--- config.mk ---
export PLATFORM = sky130hd
export DESIGN_NAME = process_selection_policy
export DESIGN_NICKNAME = d
export VERILOG_FILES = /design/src/rtl/psp_pkg.sv /design/src/rtl/psp_table.sv /design/src/rtl/psp_ctrl.sv /design/src/rtl/psp_unit.sv /design/src/rtl/process_selection_policy.sv
export SDC_FILE = /design/constraint.sdc
export NUM_CORES = 2
export LEC_CHECK = 0
export BUFFER_PORTS_ARGS = -buffer_cell sky130_fd_sc_hd__buf_2
export CAP_MARGIN = 20
export CELL_PAD_IN_SITES_DETAIL_PLACEMENT = 0
export CELL_PAD_IN_SITES_GLOBAL_PLACEMENT = 2
export CORE_ASPECT_RATIO = 0.6
export CORE_MARGIN = 1
export CORE_UTILIZATION = 45
export CTS_BUF_LIST = sky130_fd_sc_hd__clkbuf_4
export DETAILED_ROUTE_END_ITERATION = 7
export PLACE_DENSITY_LB_ADDON = 0.1
export REMOVE_ABC_BUFFERS = 1
export SETUP_SLACK_MARGIN = 0.05
export SLEW_MARGIN = 0
export SYNTH_ARGS = -nofsm -noshare
export SYNTH_HDL_FRONTEND = slang
export SYNTH_HIERARCHICAL = 1
export SYNTH_SLANG_ARGS = --single-unit
--- constraint.sdc ---
create_clock -name clk -period 10.6 [get_ports clk]
set_clock_uncertainty 0.15 [all_clocks]
set_input_delay 2.12 -clock clk [delete_from_list [all_inputs] [get_ports clk]]
set_output_delay 2.12 -clock clk [all_outputs]
set_load 0.03 [all_outputs]
--- src/rtl/psp_pkg.sv ---
// Package: shared types, constants and helpers for the process selection policy block.
`default_nettype none
package psp_pkg;

    localparam int NUM_PROCS   = 16;
    localparam int COUNT_WIDTH = 16;
    localparam int IDX_W       = $clog2(NUM_PROCS);
    localparam int PROD_W      = 2 * COUNT_WIDTH;

    localparam logic OP_WRITE  = 1'b0;
    localparam logic OP_SELECT = 1'b1;

    typedef logic [IDX_W-1:0]       idx_t;
    typedef logic [COUNT_WIDTH-1:0] count_t;

    typedef enum logic [1:0] {
        POL_FCFS = 2'd0,
        POL_RR   = 2'd1,
        POL_SPN  = 2'd2,
        POL_HRRN = 2'd3
    } policy_t;

    typedef enum logic [1:0] {
        ST_IDLE,
        ST_SCAN,
        ST_DRAIN,
        ST_DONE
    } state_t;

    typedef struct packed {
        logic        op;
        logic [3:0]  entry_index;
        logic [15:0] remaining;
        logic [15:0] waited;
        logic        current_valid;
        logic [3:0]  current_index;
    } in_t;

    typedef struct packed {
        logic       found;
        logic [3:0] chosen_index;
    } out_t;

    typedef struct packed {
        count_t rem;
        count_t wai;
    } entry_t;

    // control from the sequencer to the compare unit
    typedef struct packed {
        logic clr;
        logic ev;
        idx_t idx;
    } ctrl_t;

    function automatic logic in_range(input logic [3:0] i);
        return 32'(i) < NUM_PROCS;
    endfunction

    function automatic idx_t next_idx(input idx_t i);
        return (i == IDX_W'(NUM_PROCS - 1)) ? '0 : i + IDX_W'(1);
    endfunction

endpackage
`default_nettype wire

--- src/rtl/psp_table.sv ---
// Process table: one write port, one registered read port, per-entry valid bits.
`default_nettype none
module psp_table (
    input  wire logic            clk,
    input  wire logic            rst_n,
    input  wire logic            we,
    input  psp_pkg::idx_t        waddr,
    input  psp_pkg::entry_t      wdata,
    input  psp_pkg::idx_t        raddr,
    output psp_pkg::entry_t      rdata
);

    psp_pkg::entry_t                mem [psp_pkg::NUM_PROCS];
    logic [psp_pkg::NUM_PROCS-1:0]  valid_reg;
    psp_pkg::entry_t                rd_q_reg;
    logic                           rd_ok_reg;

    always_ff @(posedge clk) begin
        if (we)
        begin
            mem[waddr] <= wdata;
        end
        rd_q_reg <= mem[raddr];
    end

    always_ff @(posedge clk or negedge rst_n) begin
        if (!rst_n)
        begin
            valid_reg <= '0;
            rd_ok_reg <= 1'b0;
        end
        else
        begin
            if (we)
            begin
                valid_reg[waddr] <= 1'b1;
            end
            rd_ok_reg <= valid_reg[raddr];
        end
    end

    // never-written entries read as the cleared value
    assign rdata = rd_ok_reg ? rd_q_reg : '0;

endmodule
`default_nettype wire

--- src/rtl/psp_ctrl.sv ---
// Sequencer: walks the table one entry per cycle in the order the policy needs.
`default_nettype none
module psp_ctrl (
    input  wire logic          clk,
    input  wire logic          rst_n,
    input  wire logic          sel_go,
    input  psp_pkg::policy_t   policy,
    input  wire logic          cur_valid,
    input  wire logic [3:0]    cur_index,
    output psp_pkg::idx_t      raddr,
    output psp_pkg::ctrl_t     ctl,
    output logic               busy,
    output logic               done
);

    psp_pkg::state_t state_reg, state_next;
    psp_pkg::idx_t   addr_reg, addr_next;
    psp_pkg::idx_t   cnt_reg, cnt_next;
    logic            pre_reg, pre_next;
    logic            ev_reg, ev_next;
    psp_pkg::idx_t   ev_idx_reg, ev_idx_next;

    always_ff @(posedge clk or negedge rst_n) begin
        if (!rst_n)
        begin
            state_reg  <= psp_pkg::ST_IDLE;
            addr_reg   <= '0;
            cnt_reg    <= '0;
            pre_reg    <= 1'b0;
            ev_reg     <= 1'b0;
            ev_idx_reg <= '0;
        end
        else
        begin
            state_reg  <= state_next;
            addr_reg   <= addr_next;
            cnt_reg    <= cnt_next;
            pre_reg    <= pre_next;
            ev_reg     <= ev_next;
            ev_idx_reg <= ev_idx_next;
        end
    end

    always_comb begin
        logic          cv;
        psp_pkg::idx_t ci;
        cv          = cur_valid && psp_pkg::in_range(cur_index);
        ci          = psp_pkg::IDX_W'(cur_index);
        state_next  = state_reg;
        addr_next   = addr_reg;
        cnt_next    = cnt_reg;
        pre_next    = pre_reg;
        ev_next     = 1'b0;
        ev_idx_next = addr_reg;
        ctl.clr     = 1'b0;
        ctl.ev      = ev_reg;
        ctl.idx     = ev_idx_reg;
        done        = 1'b0;
        case (state_reg)
            psp_pkg::ST_IDLE:
            begin
                if (sel_go)
                begin
                    ctl.clr    = 1'b1;
                    cnt_next   = '0;
                    state_next = psp_pkg::ST_SCAN;
                    pre_next   = 1'b0;
                    addr_next  = '0;
                    // FCFS looks at the running entry first, RR starts just past it
                    if (cv && policy == psp_pkg::POL_FCFS)
                    begin
                        pre_next  = 1'b1;
                        addr_next = ci;
                    end
                    else if (cv && policy == psp_pkg::POL_RR)
                    begin
                        addr_next = psp_pkg::next_idx(ci);
                    end
                end
            end
            psp_pkg::ST_SCAN:
            begin
                ev_next = 1'b1;
                if (pre_reg)
                begin
                    pre_next  = 1'b0;
                    addr_next = '0;
                end
                else
                begin
                    addr_next = psp_pkg::next_idx(addr_reg);
                    cnt_next  = cnt_reg + psp_pkg::IDX_W'(1);
                    if (cnt_reg == psp_pkg::IDX_W'(psp_pkg::NUM_PROCS - 1))
                    begin
                        state_next = psp_pkg::ST_DRAIN;
                    end
                end
            end
            psp_pkg::ST_DRAIN:
            begin
                state_next = psp_pkg::ST_DONE;
            end
            psp_pkg::ST_DONE:
            begin
                done       = 1'b1;
                state_next = psp_pkg::ST_IDLE;
            end
            default:
            begin
                state_next = psp_pkg::ST_IDLE;
            end
        endcase
    end

    assign raddr   = addr_reg;
    assign busy    = (state_reg != psp_pkg::ST_IDLE);

endmodule
`default_nettype wire

--- src/rtl/psp_unit.sv ---
// Compare unit: weighs each scanned entry against the best one held so far.
`default_nettype none
module psp_unit (
    input  wire logic          clk,
    input  wire logic          rst_n,
    input  psp_pkg::policy_t   policy,
    input  psp_pkg::ctrl_t     ctl,
    input  psp_pkg::entry_t    rd,
    output psp_pkg::out_t      res
);

    logic                          found_reg;
    psp_pkg::idx_t                 best_idx_reg;
    psp_pkg::count_t               best_rem_reg;
    psp_pkg::count_t               best_wai_reg;
    logic [psp_pkg::PROD_W-1:0]    lhs, rhs;
    logic                          better;
    logic                          take;

    // HRRN: w_i/r_i > w_b/r_b  <=>  w_i*r_b > w_b*r_i
    assign lhs = psp_pkg::PROD_W'(rd.wai) * psp_pkg::PROD_W'(best_rem_reg);
    assign rhs = psp_pkg::PROD_W'(best_wai_reg) * psp_pkg::PROD_W'(rd.rem);

    always_comb begin
        case (policy)
            psp_pkg::POL_SPN:  better = rd.rem < best_rem_reg;
            psp_pkg::POL_HRRN: better = lhs > rhs;
            default:           better = 1'b0;
        endcase
        take = ctl.ev && (rd.rem != '0) && (!found_reg || better);
    end

    always_ff @(posedge clk or negedge rst_n) begin
        if (!rst_n)
        begin
            found_reg    <= 1'b0;
            best_idx_reg <= '0;
        end
        else if (ctl.clr)
        begin
            found_reg    <= 1'b0;
            best_idx_reg <= '0;
        end
        else if (take)
        begin
            found_reg    <= 1'b1;
            best_idx_reg <= ctl.idx;
        end
    end

    always_ff @(posedge clk) begin
        if (take)
        begin
            best_rem_reg <= rd.rem;
            best_wai_reg <= rd.wai;
        end
    end

    assign res.found        = found_reg;
    assign res.chosen_index = 4'(best_idx_reg);

endmodule
`default_nettype wire

--- src/rtl/process_selection_policy.sv ---
// Select: after start is taken the block scans every entry, drains, then strobes done; FCFS
// with a running process scans that entry first; start is taken again the cycle after done.
// Write: busy stays low; one beat per cycle while no select is in flight.
// The single table read port sets the rate: one entry is compared per cycle.
// Reset clears the table (per-entry valid bits) and sets the policy to FCFS.
// Results come as a one-cycle done strobe; the receiver cannot stall.
`default_nettype none
module process_selection_policy (
    input  wire logic          clk,
    input  wire logic          rst_n,
    input  wire logic          start,
    input  psp_pkg::in_t       item,
    output logic               busy,
    output logic               done,
    output psp_pkg::out_t      result,
    input  wire logic          cfg_we,
    input  wire logic [1:0]    cfg_wdata
);

    psp_pkg::policy_t policy_reg;
    logic             accept;
    logic             tbl_we;
    psp_pkg::entry_t  wdata;
    psp_pkg::entry_t  rdata;
    psp_pkg::idx_t    raddr;
    psp_pkg::ctrl_t   ctl;

    always_ff @(posedge clk or negedge rst_n) begin
        if (!rst_n)
        begin
            policy_reg <= psp_pkg::POL_FCFS;
        end
        else if (cfg_we)
        begin
            policy_reg <= psp_pkg::policy_t'(cfg_wdata);
        end
    end

    assign accept    = start && !busy;
    assign tbl_we    = accept && item.op == psp_pkg::OP_WRITE
                       && psp_pkg::in_range(item.entry_index);
    assign wdata.rem = psp_pkg::COUNT_WIDTH'(item.remaining);
    assign wdata.wai = psp_pkg::COUNT_WIDTH'(item.waited);

    psp_table u_table (
        .clk   (clk),
        .rst_n (rst_n),
        .we    (tbl_we),
        .waddr (psp_pkg::IDX_W'(item.entry_index)),
        .wdata (wdata),
        .raddr (raddr),
        .rdata (rdata)
    );

    psp_ctrl u_ctrl (
        .clk       (clk),
        .rst_n     (rst_n),
        .sel_go    (accept && item.op == psp_pkg::OP_SELECT),
        .policy    (policy_reg),
        .cur_valid (item.current_valid),
        .cur_index (item.current_index),
        .raddr     (raddr),
        .ctl       (ctl),
        .busy      (busy),
        .done      (done)
    );

    psp_unit u_unit (
        .clk    (clk),
        .rst_n  (rst_n),
        .policy (policy_reg),
        .ctl    (ctl),
        .rd     (rdata),
        .res    (result)
    );

endmodule
`default_nettype wire

# [Word level (Yosys, flattened, before mapping)]
# Memory sizes are Yosys's and may differ from the RTL's. A register that Yosys moved wholly into a read port is not among the register bits.
# Index checks and enable logic that the tools add are counted.
# W data, S select, Z words.
[classes] n_addsub=3 mul=2 div=0 magnitude_cmp=5 n_eq_ne=12 n_shift=0 muxes=33 n_bitwise=2 reduce_logical=20
[ops] operator="$mul A16 B16 Y32" n=2
[ops] operator="$mux W4" n=10
[ops] operator="$gt A32 B32 Y1" n=1
[ops] operator="$mux W32" n=1
[ops] operator="$lt A16 B16 Y1" n=1
[ops] operator="$or A16 B16 Y16" n=1
[ops] operator="$pmux W4 S2" n=2
[ops] operator="$reduce_bool A16 Y1" n=1
[ops] operator="$add A4 B1 Y4 const B" n=3
[ops] operator="$eq A4 B4 Y1 const B" n=3
[ops] operator="$mux W1" n=12
[ops] operator="$lt A4 B5 Y1 const B" n=2
[ops] operator="$eq A2 B2 Y1 const B" n=4
[ops] operator="$logic_and A1 B1 Y1" n=8
[ops] operator="$pmux W2 S4" n=1
[ops] operator="$mux W2" n=3
[ops] operator="$reduce_and A3 Y1" n=2
[ops] operator="$reduce_bool A2 Y1" n=3
[ops] operator="$bmux W1 S4" n=1
[ops] operator="$demux W1 S4" n=1
[ops] operator="$eq A2 B1 Y1 const B" n=2
[ops] operator="$ge A4 B1 Y1 const B" n=1
[ops] operator="$logic_not A2 Y1" n=2
[ops] operator="$ne A2 B1 Y1 const B" n=2
[ops] operator="other kinds (6)" n=8
[word_totals] register_bits=72 latchBits=0 ram_bits=512 romBits=0 input_bits=48 wordCells=91 n_memories=1
[memory_table] memory="u_table.mem" depth=16 width=32 rd=1 rd_clocked_by_memory_dff=1 write_ports=1 line_no="psp_table.sv:13" text="psp_pkg::entry_t mem [psp_pkg::NUM_PROCS];"

# [Logic depth before layout (Yosys ltp)]
[logic_depth] ltp_word=8 depth_mapped=36

# [Hierarchy]
# The synthesis kept the hierarchy.
[by_module_without_submodules] module="psp_table" instances=1 cells_per_inst=915 area_each_um2=20867.5 seq_area_each_um2=16440.8
[by_module_without_submodules] module="psp_unit" instances=1 cells_per_inst=2126 area_each_um2=19054.5 seq_area_each_um2=1086.0
[by_module_without_submodules] module="psp_ctrl" instances=1 cells_per_inst=101 area_each_um2=957.2 seq_area_each_um2=400.4
[by_module_without_submodules] module="process_selection_policy" instances=1 cells_per_inst=6 area_each_um2=88.8 seq_area_each_um2=50.0

# [Least setup slack after synthesis]
# OpenSTA, ideal clock, no wires.
[synth_path] path_kind="register -> register" start="register u_table.rd_ok_reg" end="register u_unit.best_rem_reg[0], enable pin" setup_time_ps=437 arrival_time_ps=9225 setup_slack_ps=787 stages_incl_launch_ff=33 n_path_buf=2 synth_period_minus_slack_ps=9813 cell_sequence="dfrtp_1 -> clkbuf_1 -> and2_1 -> clkbuf_1 -> nand2_1 -> fa_1 -> inv_1 -> fa_1 -> inv_1 -> fa_1 -> inv_1 -> fa_1 -> fa_1 -> inv_1 -> fa_1 -> inv_1 -> ha_1 -> and2_4 -> a221o_1 -> a221oi_2 -> a31oi_1 -> o31ai_2 -> o211ai_2 -> a21o_1 -> a21oi_2 -> xnor2_1 -> ha_1 -> nand4_1 -> nor4_1 -> nand4_1 -> o21ai_0 -> a21oi_1 -> o21ai_1"
[synth_rtl] item="start: declaration" line_no="psp_table.sv:16" text="logic rd_ok_reg;"
[synth_rtl] item="start signal: assignment" line_no="psp_table.sv:38" text="rd_ok_reg <= valid_reg[raddr];"
[synth_rtl] item="end signal: assignment" line_no="psp_unit.sv:54" text="best_rem_reg <= rd.rem;"
[synth_rtl] item="end: declaration" line_no="psp_unit.sv:14" text="psp_pkg::count_t best_rem_reg;"

==> results.ini <==
[yosys]
synthesis.yosys.warnings=6
synthCells=3148
synth_xor_area_share_pct=1.154
dominantRegCellSynth=edfxtp_1
synth.yosys.seq_area_share_pct=43.88
syn_area_per_cell_sq_um=13.01
muxShareOfSynthArea_pct=7.760
synthAdderAreaFrac_pct=26.99
synth_edf_count=544
synth_async_sr_flop_share_pct=6.494
synth_area_leaders=edfxtp_1, fa_1, ha_1
synth_top_area_share_pct=39.87
synth.distinct_cells=74
synth-simple-area-share_pct=9.764
synth_compound_area_share_pct=4.398
synth_top_area_cell=edfxtp_1
ys_ff_latch=616
synthesis.area_sq_um=40970
synth_top_family_by_area=adder cells

[worst_hold_path]
hold_class=reg -> reg

[sta]
post-route-min-period_ns=10.06
fmax_mhz=99.40
fin_tns_setup_ns=0
max_slew.worst_pin.slew_ns=1.023
maxSlewHeadroom_pct=31.79
finalMaxSlewViolations=0
finalHoldViolations=0
rsz0062_at_grt=false
layout_setup_ws_ns=0.5396
finalCritPeriodShare_pct=94.91
finalSetupViolCount=0
whs_ns=0.3173

[placed_design]
dpl.cell_count=4361
gp_congestion=0.8469
port_buffers=54
placed_cell_area_sq_um=42790
dp_hpwl_mm=74.44
pre_cts_ws_ns=0.2742

[layout]
layout-drive-gt1-share_pct=15.87
nets=3987
final_core_util_pct=49.84
syn_to_final_growth_pct=9.318
nFillCells=7930
final_design_area_no_fill_sq_um=44790
largest_reg_flops=512
final_cells=4616

[run_status]
status=finished, final reports clean

[floorplanning]
rows=85
dieArea_sq_um=92290
die_w_microns=391.5
start_util_pct=45.59
io_pins=55
dieHeight_microns=235.7
core-area_sq_um=89870

[power]
p_clk_share_pct=18.4
p_int_mw=6.192
total_power_mw=11.07
p_seq_share_pct=28.3
power_density_nw_per_um2=247.2
leakage_nw=18.75
pwr-share-comb_pct=53.4
switching_share_pct=44.06
netSwitchingPower_mw=4.877
max-vdd-ir-drop_uv=329.6

[worst_setup_path]
critPathMaxFanout=36
crit_top_cell=fa_1
cpPeakStageDelay_ns=0.71
crit_type=reg -> reg
critPathLaunchType=flop
end_kind=flop
critPathArrivalTime_ns=10.42
required_ns=10.95
critPathSlowestCell=and2_1

[clock_tree]
cts_sinks=616
cts_tree=yes
cts_buffer_depth=3
numCtsBuffers=141
clk_pin_slew_ns=0.07
h-tree-depth=4
hold_buffers=0
ctsRootBufferMaster=clkbuf_4
clkLatencyLatePin_ns=0.90

[global_routing]
grt-ovfl-total=0
grt_max_degree=83
antenna_found_initial=3
grt_pass1_vias=26470
grt_usage_pct=24.15
grt_pass1_wl_mm=164.7

[routing]
wire_per_inst_microns=23.21
via_count=24837
drtIter0Drc=1771
finalWirelength_mm=107.1
drc=0
first_pass_iters=6
viasPerCell=5.381
ant_nets=0

[run]
cap_violations=0

[synth_stat cells (9+ instances only)]
master,count
a21oi_1,64
o21bai_1,10
a22oi_1,69
dfxtp_1,32
fa_1,388
xnor2_1,34
inv_1,499
mux4_2,113
buf_2,13
ha_1,263
edfxtp_1,544
and2_1,273
dfrtp_1,40
nand3_1,13
nor2_1,51
a21o_1,27
or2_2,16
mux4_1,19
nand4_1,17
o21ai_0,41
clkbuf_1,91
xor2_1,20
nor3_1,17
mux2i_1,9
nor2b_1,14
nand2_1,342
nand2b_1,24
[layer usage]
layer / routed length, microns / track usage (%)
met3: 8769 / 5.505
met4: 1380 / 5.157
met2: 43740 / 32.68
met5: 13 / 0
met1: 53230 / 39.01
[area by class of cell]
class | instances | area, sq um | area share [%]
clock buffers | 224 | 1682 | 3.755
multi-input cells | 1914 | 20670 | 46.14
flip-flops and latches | 616 | 17990 | 40.16
clock inverters | 27 | 241.5 | 0.5392
repair buffers | 116 | 808.3 | 1.805
diodes | 2 | 5.005 | 0.01118
well taps | 1218 | 1524 | 3.403
inverters | 499 | 1873 | 4.182
[power by group through the flow]
stage               sequential, mW  combinational, mW  clock [mW]
finish                        3.13               5.91        2.03
global route                  3.15               6.60        2.22
CTS                           3.13               5.88        2.09
detailed placement            3.18               5.84           0
global placement              3.18               5.80           0
floorplan                     3.16               3.93           0
[cells by family (layout without fill, tap and decap cells)]
logic type,count (synthesis),count (layout)
and+or+nand+nor,797,797
adders and majority gates,651,651
buffers and inverters,618,866
DFF,616,616
AOI/OAI and AO/OA,267,267
muxes,145,145
xor gates and xnor gates,54,54
other,0,2
[critical path: cells and delay by family, from the launching register on]
family / cells / cell delay (ns)
and+or+nand+nor: 6 / 2.07
adders and majority gates: 8 / 3.51
buffers and inverters: 5 / 0.77
AOI/OAI and AO/OA: 10 / 2.48
DFF: 1 / 0.59
xor gates and xnor gates: 1 / 0.08
[final timing paths]
kind / depth (start not counted) / slack (ns) / to / start
min reg2reg: 1 / 0.32 / u_table/valid_reg[1] / u_table/valid_reg[1]
max reg2reg: 30 / 0.54 / u_unit/best_wai_reg[5] / u_table/rd_ok_reg
max: 30 / 0.54 / u_unit/best_wai_reg[5] / u_table/rd_ok_reg
max in group asynchronous: 1 / 8.37 / u_ctrl/raddr[1] / rst_n
min: 1 / 0.32 / u_table/valid_reg[1] / u_table/valid_reg[1]
min in group asynchronous: 1 / 1.20 / policy_reg[0] / rst_n
[layout by cell type (no fill, tap or decap), types with 10 or more instances in the layout]
| master | instances |
|---|---|
| buf_4 | 58 |
| nor2b_1 | 12 |
| and2_1 | 265 |
| mux4_1 | 19 |
| a21oi_1 | 64 |
| dfrtp_1 | 37 |
| nand2b_1 | 24 |
| nand2_1 | 342 |
| fa_1 | 388 |
| ha_1 | 263 |
| buf_2 | 54 |
| nor2_1 | 38 |
| mux4_2 | 113 |
| o21bai_1 | 10 |
| nor2_4 | 13 |
| xor2_1 | 20 |
| or2_2 | 16 |
| inv_1 | 499 |
| a22oi_1 | 69 |
| clkinv_1 | 11 |
| dfxtp_1 | 32 |
| edfxtp_1 | 544 |
| nand4_1 | 17 |
| nand3_1 | 13 |
| xnor2_1 | 34 |
| o21ai_0 | 41 |
| a21o_1 | 27 |
| clkbuf_4 | 224 |
| nor3_1 | 13 |
[what timing repair did]
action                                  CTS  global route
gates resized for setup                   0             8
setup buffers                             0             0
endpoints found under the setup margin    0            36
(Power assumes the default switching activity.)
